**src/rtl/core/dbcq_pkg.sv**
```systemverilog
`timescale 1ns / 1ps
package dbcq_pkg;
  localparam int RingDepthDefault = 8;
  localparam logic [31:0] AllOnes  = 32'hFFFF_FFFF;
  localparam logic [31:0] AsyncCap = 32'h8000_0000;

  localparam logic [1:0] ReqRead = 2'd0;
  localparam logic [1:0] ReqWrite = 2'd1;
  localparam logic [1:0] ReqDone = 2'd2;

  localparam logic [1:0] KindRead = 2'd0;
  localparam logic [1:0] KindAck = 2'd1;
  localparam logic [1:0] KindDispatch = 2'd2;
  localparam logic [1:0] KindExecReset = 2'd3;

  localparam logic [1:0] WaitNone = 2'd0;
  localparam logic [1:0] WaitSpace = 2'd1;
  localparam logic [1:0] WaitFence = 2'd2;
  localparam logic [1:0] WaitReset = 2'd3;

  localparam logic [4:0] RegMagic = 5'd0;
  localparam logic [4:0] RegVersion = 5'd1;
  localparam logic [4:0] RegCaps = 5'd2;
  localparam logic [4:0] RegShmem = 5'd3;
  localparam logic [4:0] RegBackend = 5'd4;
  localparam logic [4:0] RegDepth = 5'd5;
  localparam logic [4:0] RegOffset = 5'd6;
  localparam logic [4:0] RegLength = 5'd7;
  localparam logic [4:0] RegDoorbell = 5'd8;
  localparam logic [4:0] RegFree = 5'd9;
  localparam logic [4:0] RegFence = 5'd10;
  localparam logic [4:0] RegSubmitted = 5'd11;
  localparam logic [4:0] RegSubmitSt = 5'd12;
  localparam logic [4:0] RegStatus = 5'd13;
  localparam logic [4:0] RegPc = 5'd14;
  localparam logic [4:0] RegErrors = 5'd15;
  localparam logic [4:0] RegIrq = 5'd16;
  localparam logic [4:0] RegIrqMask = 5'd17;
  localparam logic [4:0] RegDebug = 5'd18;

  localparam logic [2:0] CfgMagic = 3'd0;
  localparam logic [2:0] CfgVersion = 3'd1;
  localparam logic [2:0] CfgCaps = 3'd2;
  localparam logic [2:0] CfgShmem = 3'd3;
  localparam logic [2:0] CfgBackend = 3'd4;

  // Ring write request from the control unit to the job ring.
  typedef struct packed {
    logic        we;
    logic [31:0] offset;
    logic [31:0] length;
  } ring_wr_t;
endpackage

```
**src/rtl/core/dbcq_ring.sv**
```systemverilog
`timescale 1ns / 1ps
module dbcq_ring #(
  parameter int RING_DEPTH = dbcq_pkg::RingDepthDefault,
  localparam int AW = (RING_DEPTH > 1) ? $clog2(RING_DEPTH) : 1
) (
  input  logic                 clk,
  input  dbcq_pkg::ring_wr_t   wr,
  input  logic [AW-1:0]        wr_addr,
  input  logic [AW-1:0]        rd_addr,
  output logic [31:0]          rd_offset,
  output logic [31:0]          rd_length
);
  logic [63:0] mem [RING_DEPTH];

  // One write port and one registered read port.
  always_ff @(posedge clk) begin
    if (wr.we) begin
      mem[wr_addr] <= {wr.offset, wr.length};
    end
    {rd_offset, rd_length} <= mem[rd_addr];
  end
endmodule

```
**src/rtl/core/doorbell_command_queue_with_fences.sv**
```systemverilog
`timescale 1ns / 1ps
// Doorbell command queue with fences.
// Channels: one command input (start/busy) carrying a bus read, a bus write
// or an executor completion; one result output that presents each result
// for exactly one cycle under result_valid, with last on the final one of
// an item. Identity words are loaded through the cfg_we/cfg_index/cfg_data
// write port; the user must load them only while the block is idle, as the
// block itself does not enforce it. Order: a read answers in the cycle after
// acceptance; a plain write answers from the StAck state. An item that
// queues a job while no job is running writes the ring, then reads the head
// entry from the ring memory through its registered read port in StRead and
// issues the dispatch in StDisp; busy is high whenever the state is not StIdle.
// Held writes (synchronous submit, soft reset with a running job) give no
// result until a later completion releases them; bus requests in between
// are dropped with no result.
// Reset: rst clears all control state and identity words. The ring entries
// are not cleared; an entry is always written before it is dispatched.
// The receiver cannot stall: every result is taken the cycle it is shown.
module doorbell_command_queue_with_fences #(
  parameter int RING_DEPTH = dbcq_pkg::RingDepthDefault
) (
  input  logic        clk,
  input  logic        rst,
  input  logic        start,
  output logic        busy,
  input  logic [1:0]  req_type,
  input  logic [4:0]  reg_index,
  input  logic [31:0] write_data,
  input  logic [7:0]  done_status,
  input  logic [31:0] done_pc,
  input  logic        cfg_we,
  input  logic [2:0]  cfg_index,
  input  logic [31:0] cfg_data,
  output logic        result_valid,
  output logic [1:0]  result_kind,
  output logic [31:0] read_data,
  output logic [31:0] job_offset,
  output logic [31:0] job_length,
  output logic        irq_level,
  output logic        last
);
  localparam int AW = (RING_DEPTH > 1) ? $clog2(RING_DEPTH) : 1;
  localparam int CW = $clog2(RING_DEPTH + 1);
  localparam logic [CW-1:0] DepthC = CW'(RING_DEPTH);

  typedef enum logic [4:0] {
    StIdle = 5'b00001,
    StRead = 5'b00010,
    StDisp = 5'b00100,
    StAck  = 5'b01000,
    StAck2 = 5'b10000
  } state_t;

  state_t state;
  logic [31:0] device_magic, proto_version, caps_word, shmem_bytes, backend_tag;
  logic [AW-1:0] ring_head;
  logic [CW-1:0] ring_count;
  logic job_running, irq_pending, irq_enable, submit_result;
  logic [31:0] submitted_count, fence_count, last_pc, error_count;
  logic [31:0] staged_offset, staged_length, wait_target;
  logic [7:0] last_status;
  logic [1:0] wait_mode;
  logic ack_after, ack_last;

  dbcq_pkg::ring_wr_t ring_wr;
  logic [AW-1:0] wr_addr;
  logic [31:0] rd_offset, rd_length;

  function automatic logic [AW-1:0] wrap(input logic [AW:0] v);
    logic [AW:0] r;
    r = (v >= (AW+1)'(RING_DEPTH)) ? v - (AW+1)'(RING_DEPTH) : v;
    return r[AW-1:0];
  endfunction

  assign wr_addr = wrap({1'b0, ring_head} + (AW+1)'(ring_count));

  dbcq_ring #(.RING_DEPTH(RING_DEPTH)) u_ring (
    .clk(clk), .wr(ring_wr), .wr_addr(wr_addr), .rd_addr(ring_head),
    .rd_offset(rd_offset), .rd_length(rd_length)
  );

  assign busy = (state != StIdle);

  // Register read mux.
  logic [31:0] rd_val;
  always_comb begin
    case (reg_index)
      dbcq_pkg::RegMagic:     rd_val = device_magic;
      dbcq_pkg::RegVersion:   rd_val = proto_version;
      dbcq_pkg::RegCaps:      rd_val = caps_word | dbcq_pkg::AsyncCap;
      dbcq_pkg::RegShmem:     rd_val = shmem_bytes;
      dbcq_pkg::RegBackend:   rd_val = backend_tag;
      dbcq_pkg::RegDepth:     rd_val = 32'(RING_DEPTH);
      dbcq_pkg::RegOffset:    rd_val = staged_offset;
      dbcq_pkg::RegLength:    rd_val = staged_length;
      dbcq_pkg::RegDoorbell:  rd_val = 32'(ring_count);
      dbcq_pkg::RegFree:      rd_val = 32'(DepthC - ring_count);
      dbcq_pkg::RegFence:     rd_val = fence_count;
      dbcq_pkg::RegSubmitted: rd_val = submitted_count;
      dbcq_pkg::RegSubmitSt:  rd_val = {31'd0, submit_result};
      dbcq_pkg::RegStatus:    rd_val = {24'd0, last_status};
      dbcq_pkg::RegPc:        rd_val = last_pc;
      dbcq_pkg::RegErrors:    rd_val = error_count;
      dbcq_pkg::RegIrq:       rd_val = {31'd0, irq_pending};
      dbcq_pkg::RegIrqMask:   rd_val = {31'd0, irq_enable};
      dbcq_pkg::RegDebug:     rd_val = 32'd0;
      default:                rd_val = dbcq_pkg::AllOnes;
    endcase
  end

  logic accept;
  assign accept = start && !busy;

  logic can_disp;
  assign can_disp = !job_running && (ring_count != '0);

  // Ring write only when queueing the staged job.
  always_comb begin
    ring_wr.offset = staged_offset;
    ring_wr.length = staged_length;
    ring_wr.we = 1'b0;
    if (accept && wait_mode == dbcq_pkg::WaitNone && req_type == dbcq_pkg::ReqWrite &&
        reg_index == dbcq_pkg::RegDoorbell && write_data[0] && ring_count < DepthC) begin
      ring_wr.we = 1'b1;
    end
    if (accept && req_type == dbcq_pkg::ReqDone && job_running &&
        wait_mode == dbcq_pkg::WaitSpace) begin
      ring_wr.we = 1'b1;  // the completion frees one slot, which this write fills
    end
  end

  // Main control: the state update happens at acceptance; the follow-up
  // states issue the dispatch and deferred acknowledges.
  always_ff @(posedge clk) begin
    result_valid <= 1'b0;
    if (rst) begin
      state <= StIdle;
      {device_magic, proto_version, caps_word, shmem_bytes, backend_tag} <= '0;
      ring_head <= '0; ring_count <= '0; job_running <= 1'b0;
      submitted_count <= '0; fence_count <= '0; last_status <= '0;
      last_pc <= '0; error_count <= '0; irq_pending <= 1'b0;
      irq_enable <= 1'b0; staged_offset <= '0; staged_length <= '0;
      submit_result <= 1'b0; wait_mode <= dbcq_pkg::WaitNone;
      wait_target <= '0; ack_after <= 1'b0; ack_last <= 1'b0;
      result_valid <= 1'b0;
      result_kind <= '0; read_data <= '0; job_offset <= '0; job_length <= '0;
      irq_level <= 1'b0; last <= 1'b0;
    end else begin
      if (cfg_we) begin
        case (cfg_index)
          dbcq_pkg::CfgMagic:   device_magic <= cfg_data;
          dbcq_pkg::CfgVersion: proto_version <= cfg_data;
          dbcq_pkg::CfgCaps:    caps_word <= cfg_data;
          dbcq_pkg::CfgShmem:   shmem_bytes <= cfg_data;
          dbcq_pkg::CfgBackend: backend_tag <= cfg_data;
          default: ;
        endcase
      end
      read_data <= '0; job_offset <= '0; job_length <= '0;
      case (state)
        StIdle: begin
          if (accept) begin
            if (req_type == dbcq_pkg::ReqRead && wait_mode == dbcq_pkg::WaitNone) begin
              result_valid <= 1'b1; result_kind <= dbcq_pkg::KindRead;
              read_data <= rd_val; irq_level <= irq_pending & irq_enable;
              last <= 1'b1;
            end else if (req_type == dbcq_pkg::ReqWrite &&
                         wait_mode == dbcq_pkg::WaitNone) begin
              ack_after <= 1'b1; ack_last <= 1'b0;
              state <= StAck;
              case (reg_index)
                dbcq_pkg::RegMagic: begin
                  if (job_running) begin
                    ring_count <= CW'(1);
                    wait_mode <= dbcq_pkg::WaitReset;
                    ack_after <= 1'b0;
                    state <= StIdle;
                  end else begin
                    ring_head <= '0; ring_count <= '0; submitted_count <= '0;
                    fence_count <= '0; last_status <= '0; last_pc <= '0;
                    error_count <= '0; irq_pending <= 1'b0; irq_enable <= 1'b0;
                    staged_offset <= '0; staged_length <= '0;
                    submit_result <= 1'b0; wait_target <= '0;
                    result_valid <= 1'b1; result_kind <= dbcq_pkg::KindExecReset;
                    irq_level <= 1'b0; last <= 1'b0;
                  end
                end
                dbcq_pkg::RegOffset: staged_offset <= write_data;
                dbcq_pkg::RegLength: staged_length <= write_data;
                dbcq_pkg::RegDoorbell: begin
                  if (write_data[0]) begin
                    if (ring_count >= DepthC) begin
                      if (write_data[1]) begin
                        submit_result <= 1'b1;
                      end else begin
                        wait_mode <= dbcq_pkg::WaitSpace;
                        ack_after <= 1'b0;
                        state <= StIdle;
                      end
                    end else begin
                      ring_count <= ring_count + CW'(1);
                      submitted_count <= submitted_count + 32'd1;
                      if (!job_running) state <= StRead;
                      if (!write_data[1]) begin
                        wait_target <= submitted_count + 32'd1;
                        wait_mode <= dbcq_pkg::WaitFence;
                        ack_after <= 1'b0;
                        if (job_running) state <= StIdle;
                      end else begin
                        submit_result <= 1'b0;
                      end
                    end
                  end
                end
                dbcq_pkg::RegIrq: if (write_data[0]) irq_pending <= 1'b0;
                dbcq_pkg::RegIrqMask: irq_enable <= write_data[0];
                default: ;
              endcase
            end else if (req_type == dbcq_pkg::ReqDone && job_running) begin
              last_status <= done_status;
              last_pc <= done_pc;
              if (done_status != 8'd0) error_count <= error_count + 32'd1;
              fence_count <= fence_count + 32'd1;
              irq_pending <= 1'b1;
              ring_head <= wrap({1'b0, ring_head} + (AW+1)'(1));
              job_running <= 1'b0;
              ack_after <= 1'b0;
              if (wait_mode == dbcq_pkg::WaitReset) begin
                ring_head <= '0; ring_count <= '0; submitted_count <= '0;
                fence_count <= '0; last_status <= '0; last_pc <= '0;
                error_count <= '0; irq_pending <= 1'b0; irq_enable <= 1'b0;
                staged_offset <= '0; staged_length <= '0;
                submit_result <= 1'b0; wait_target <= '0;
                wait_mode <= dbcq_pkg::WaitNone;
                result_valid <= 1'b1; result_kind <= dbcq_pkg::KindExecReset;
                irq_level <= 1'b0; last <= 1'b0;
                ack_last <= 1'b1;
                state <= StAck;
              end else begin
                logic [CW-1:0] cnt;
                logic [31:0] fc, tgt, diff;
                logic [1:0] wm;
                logic rel;
                cnt = (ring_count != '0) ? ring_count - CW'(1) : ring_count;
                fc = fence_count + 32'd1;
                tgt = wait_target;
                wm = wait_mode;
                if (wm == dbcq_pkg::WaitSpace) begin
                  cnt = cnt + CW'(1);
                  submitted_count <= submitted_count + 32'd1;
                  tgt = submitted_count + 32'd1;
                  wm = dbcq_pkg::WaitFence;
                end
                // The fence is reached once the signed distance is not negative.
                diff = fc - tgt;
                rel = (wm == dbcq_pkg::WaitFence) && !diff[31];
                if (rel) begin
                  submit_result <= 1'b0;
                  wm = dbcq_pkg::WaitNone;
                  result_valid <= 1'b1; result_kind <= dbcq_pkg::KindAck;
                  irq_level <= irq_enable; last <= (cnt == '0);
                end
                ring_count <= cnt;
                wait_target <= tgt;
                wait_mode <= wm;
                if (cnt != '0) state <= StRead;
              end
            end
          end
        end
        StRead: state <= StDisp;
        StDisp: begin
          if (can_disp && wait_mode != dbcq_pkg::WaitReset) begin
            job_running <= 1'b1;
            result_valid <= 1'b1; result_kind <= dbcq_pkg::KindDispatch;
            job_offset <= rd_offset; job_length <= rd_length;
            irq_level <= irq_pending & irq_enable;
            last <= !ack_after;
          end
          state <= ack_after ? StAck : StIdle;
        end
        StAck: begin
          result_valid <= 1'b1; result_kind <= dbcq_pkg::KindAck;
          irq_level <= irq_pending & irq_enable; last <= 1'b1;
          ack_after <= 1'b0;
          state <= ack_last ? StAck2 : StIdle;
          ack_last <= 1'b0;
        end
        StAck2: state <= StIdle;
        default: state <= StIdle;
      endcase
    end
  end

  // Checks on the control logic.
  a_count_bound: assert property (@(posedge clk) disable iff (rst)
    ring_count <= DepthC) else $error("ring count above depth");
  a_dispatch_sets_running: assert property (@(posedge clk) disable iff (rst)
    result_valid && result_kind == dbcq_pkg::KindDispatch |-> job_running)
    else $error("dispatch without running job");
  a_idle_no_hold: assert property (@(posedge clk) disable iff (rst)
    state == StIdle |-> !ack_after || $past(state) != StIdle)
    else $error("pending acknowledge lost");
endmodule
```
**config.mk**
```make
export PLATFORM = sky130hd
export DESIGN_NAME = doorbell_command_queue_with_fences
export DESIGN_NICKNAME = d
export VERILOG_FILES = /design/src/rtl/core/dbcq_pkg.sv /design/src/rtl/core/dbcq_ring.sv /design/src/rtl/core/doorbell_command_queue_with_fences.sv
export SDC_FILE = /design/constraint.sdc
export NUM_CORES = 2
export LEC_CHECK = 0
export BUFFER_PORTS_ARGS = -buffer_cell sky130_fd_sc_hd__buf_2
export CAP_MARGIN = 25
export CORE_UTILIZATION = 61
export DETAILED_ROUTE_END_ITERATION = 8
export MAX_ROUTING_LAYER = met4
export PLACE_DENSITY_LB_ADDON = 0.15
export SLEW_MARGIN = 40
export SYNTH_ARGS = -nofsm -noshare
export SYNTH_HDL_FRONTEND = slang
export SYNTH_HIERARCHICAL = 1
export SYNTH_SLANG_ARGS = --single-unit
```
**constraint.sdc**
```tcl
create_clock -name clk -period 8.3 [get_ports clk]
set_input_delay 1.245 -clock clk [delete_from_list [all_inputs] [get_ports clk]]
set_output_delay 1.245 -clock clk [all_outputs]
set_load 0.05 [all_outputs]
```
==> flow_metrics.tcl <==
set metrics [dict create \
    status "completed" \
    p_int_mw 8.25 \
    holdBufCountCts 0 \
    cp.required_ns 8.82 \
    cp_num_buf_inv 0 \
    drt.antenna.violating_nets 0 \
    cts-root-buf "clkbuf_16" \
    hpwlAfterDp_um 79200 \
    vias 30722 \
    grt_util_met2_pct 55.6 \
    synth_edf_count 512 \
    r2r_cells 16 \
    seqPwrFrac_pct 53.3 \
    comb_power_share_pct 2.7 \
    max-cap-violations 0 \
    slew_violations 0 \
    wl_um 128000 \
    multiInputGateArea_um2 15200 \
    crit_path_end "result_kind[1]$_SDFFE_PP0P_" \
    synth_cell_types 85 \
    grt_start_max_net_pins 201 \
    grt_pass1_wl_um 189000 \
    fin_crit_ns 5.44 \
    regMostFlops "u_ring/mem" \
    critPathKind "flip-flop to flip-flop" \
    worst_path_max_delay_cell "nor3_1" \
    skew_ns 0.0340 \
    vdd_drop_max_uv 160 \
    syn_nets 3664 \
    first_pass_iters 9 \
    area_growth_pct 12.3 \
    setup_viol 0 \
    rr_endpoint "result_kind[1]$_SDFFE_PP0P_" \
    clockBufferDepth 3 \
    hold_violations 0 \
    endpoint_kind "flip-flop" \
    viasPerCell 6.56 \
    cpMostUsedCell "nand4_1" \
    max_freq_mhz 184 \
    post_cts_resized 0 \
    antenna_found_initial 7 \
    die_w_um 268 \
    insertion_delay_ns 0.68 \
    post_drt_wl_per_cell_um 27.4 \
    rows 97 \
    slew-limit-headroom_pct 39.9 \
    min_path_type "flip-flop to flip-flop" \
    htreeDepth 3 \
    gp_congestion 0.957 \
    layout.cells.non_filler 4686 \
    r2r_slack_ns 2.86 \
    slowest_delay_ns 0.66 \
    grt.busiest_layer "met2" \
    die_y_um 268 \
    cp.depth 16 \
    power.share.clock_pct 43.9 \
    ys_ff_latch 1088 \
    cp_cell_sequence "ha_1, nand3_1, nor3_1, nand4_1, nor2_1, nand4_1, xnor2_1, ha_1, nand4_1, nor4_1, nand2_1, o211ai_1, xnor2_2, a2111oi_4, or2_4, a211oi_2" \
    grt_pass1_vias 29721 \
    syn-cell-area_um2 43100 \
    fin_nets 3812 \
    ys.flop_type "dfxtp_1" \
    io_buffers 219 \
    rsz0062_at_grt "false" \
    syn_inst 3502 \
    path_max_fanout 9 \
    grtUsageMet1_pct 49.9 \
    crit_arrival_ns 5.96 \
    overflow 0 \
    power.density_nw_per_um2 217 \
    track_usage_pct 37.0 \
    drtIter0Drc 4409 \
    r2r-start "fence_count[0]$_SDFFE_PP0P_" \
    fillCellCount 4883 \
    syn_avg_cell_area_um2 12.3 \
    power_switching_share_pct 21.5 \
    path_delay_family "simple AND/OR/NAND/NOR gates" \
    clk_pin_slew_ns 0.06 \
    power.switching_mw 2.26 \
    start_kind "flip-flop" \
    drc_errors 0 \
    ys_seq_area_share_pct 62.4 \
    drive_above_1_share_pct 18.3 \
    dp.cells 4482 \
    io_pins 220 \
    ff_latch_area_um2 26900 \
    power.leakage_nw 16.0 \
    mostFrequentLayoutCell "dfxtp_1" \
    initial_utilization_pct 61.6 \
    yosysWarnings 6 \
    max_slew.worst_pin.slew_ns 0.902 \
    largest_register_ffs 512 \
    clock-sinks 1088 \
    dieArea_um2 71700 \
    gr-usage-met3_pct 7.59 \
    core_area_um2 69900 \
    final_cell_mix "573 x dfxtp_1, 512 x edfxtp_1, 435 x nand2_1" \
    setup_tns_ns 0 \
    cts_made_buffers 103 \
    post_cts_buffers 0 \
    ys_async_sr_fraction_pct 0 \
    fin_crit_sh_pct 65.6 \
    cts_tree "yes" \
    startpoint "fence_count[0]$_SDFFE_PP0P_" \
]
## kinds of logic after synthesis
| family | share of synthesized area [%] |
|---|---|
| fa+ha+maj | 1.30 |
| mux | 9.09 |
| compound gates | 11.5 |
| simple gates | 10.8 |
| buf+inv | 2.82 |
| flops | 62.4 |
| xor+xnor | 1.99 |
## area by class of cell
class	instances	area share, %
multi-input cells	2142	31.4
inverters	27	0.209
flip-flops and latches	1088	55.6
clock inverters	42	0.747
well taps	940	2.43
diodes	8	0.0414
repair buffers	288	3.51
clock buffers	151	6.08
## synthesized netlist by cell type (6+ instances only)
cell	count	area, µm²
nand3_1	49	245
a21o_1	10	75.1
inv_1	26	97.6
a221oi_1	61	534
a22oi_1	209	1570
nand2_1	436	1640
a211oi_1	10	75.1
o21ai_0	55	275
dfxtp_1	576	11500
xnor2_1	56	490
o211ai_1	6	45.0
and3_1	27	169
or3_1	17	106
nor3_1	28	140
ha_1	43	538
and2_1	72	450
and4_1	8	70.1
buf_2	20	100
xor2_1	40	350
edfxtp_1	512	15400
nand3b_1	15	113
buf_6	11	124
a222oi_1	26	260
buf_1	19	71.3
nand4_1	29	181
a31oi_1	35	219
nor2_1	312	1170
mux2_2	65	732
nor4_1	8	50.1
mux2i_1	30	300
nand2b_1	15	93.8
clkbuf_1	186	698
mux4_2	128	2880
a22o_1	31	272
a21oi_1	250	1250
## through the flow
step / cell area, µm² / hold WS (ns) / setup WS, ns / util [%] / power [mW]
floorplan: 43100 / 0.406 / 0.778 / - / 5.87
CTS: 48300 / 0.426 / 2.95 / 69.1 / 10.5
global placement: 44900 / 0.410 / 2.80 / 64.3 / 5.99
detailed placement: 45000 / 0.412 / 2.99 / 64.4 / 6.00
global route: 48400 / 0.431 / 2.56 / 69.2 / 10.8
finish: 48400 / 0.424 / 2.86 / 69.2 / 10.5
## metal layers
layer | part of all wire (%) | wire length, µm
met5 | 0 | 0
met4 | 3.8 | 4920
met3 | 11 | 14100
met2 | 46 | 58800
met1 | 39 | 50600
## power groups by stage
stage / combinational (mW) / clock [mW] / sequential (mW)
after global placement: 0.271 / 0 / 5.72
after global routing: 0.302 / 4.85 / 5.60
after CTS: 0.279 / 4.64 / 5.60
after detailed placement: 0.277 / 0 / 5.72
after floorplan: 0.136 / 0 / 5.73
final: 0.289 / 4.61 / 5.60
## how the worst min path moves through the flow
stage,start,end,slack (ns),cells after the start
floorplan,u_ring/rd_length[0]$_DFF_P_,job_length[0]$_SDFF_PP0_,0.41,1
global placement,u_ring/rd_length[3]$_DFF_P_,job_length[3]$_SDFF_PP0_,0.41,1
detailed placement,u_ring/rd_length[3]$_DFF_P_,job_length[3]$_SDFF_PP0_,0.41,1
CTS,u_ring/rd_length[18]$_DFF_P_,job_length[18]$_SDFF_PP0_,0.43,1
global route,u_ring/rd_length[18]$_DFF_P_,job_length[18]$_SDFF_PP0_,0.43,1
finish,u_ring/rd_length[18]$_DFF_P_,job_length[18]$_SDFF_PP0_,0.42,1
(Power assumes the default switching activity.)
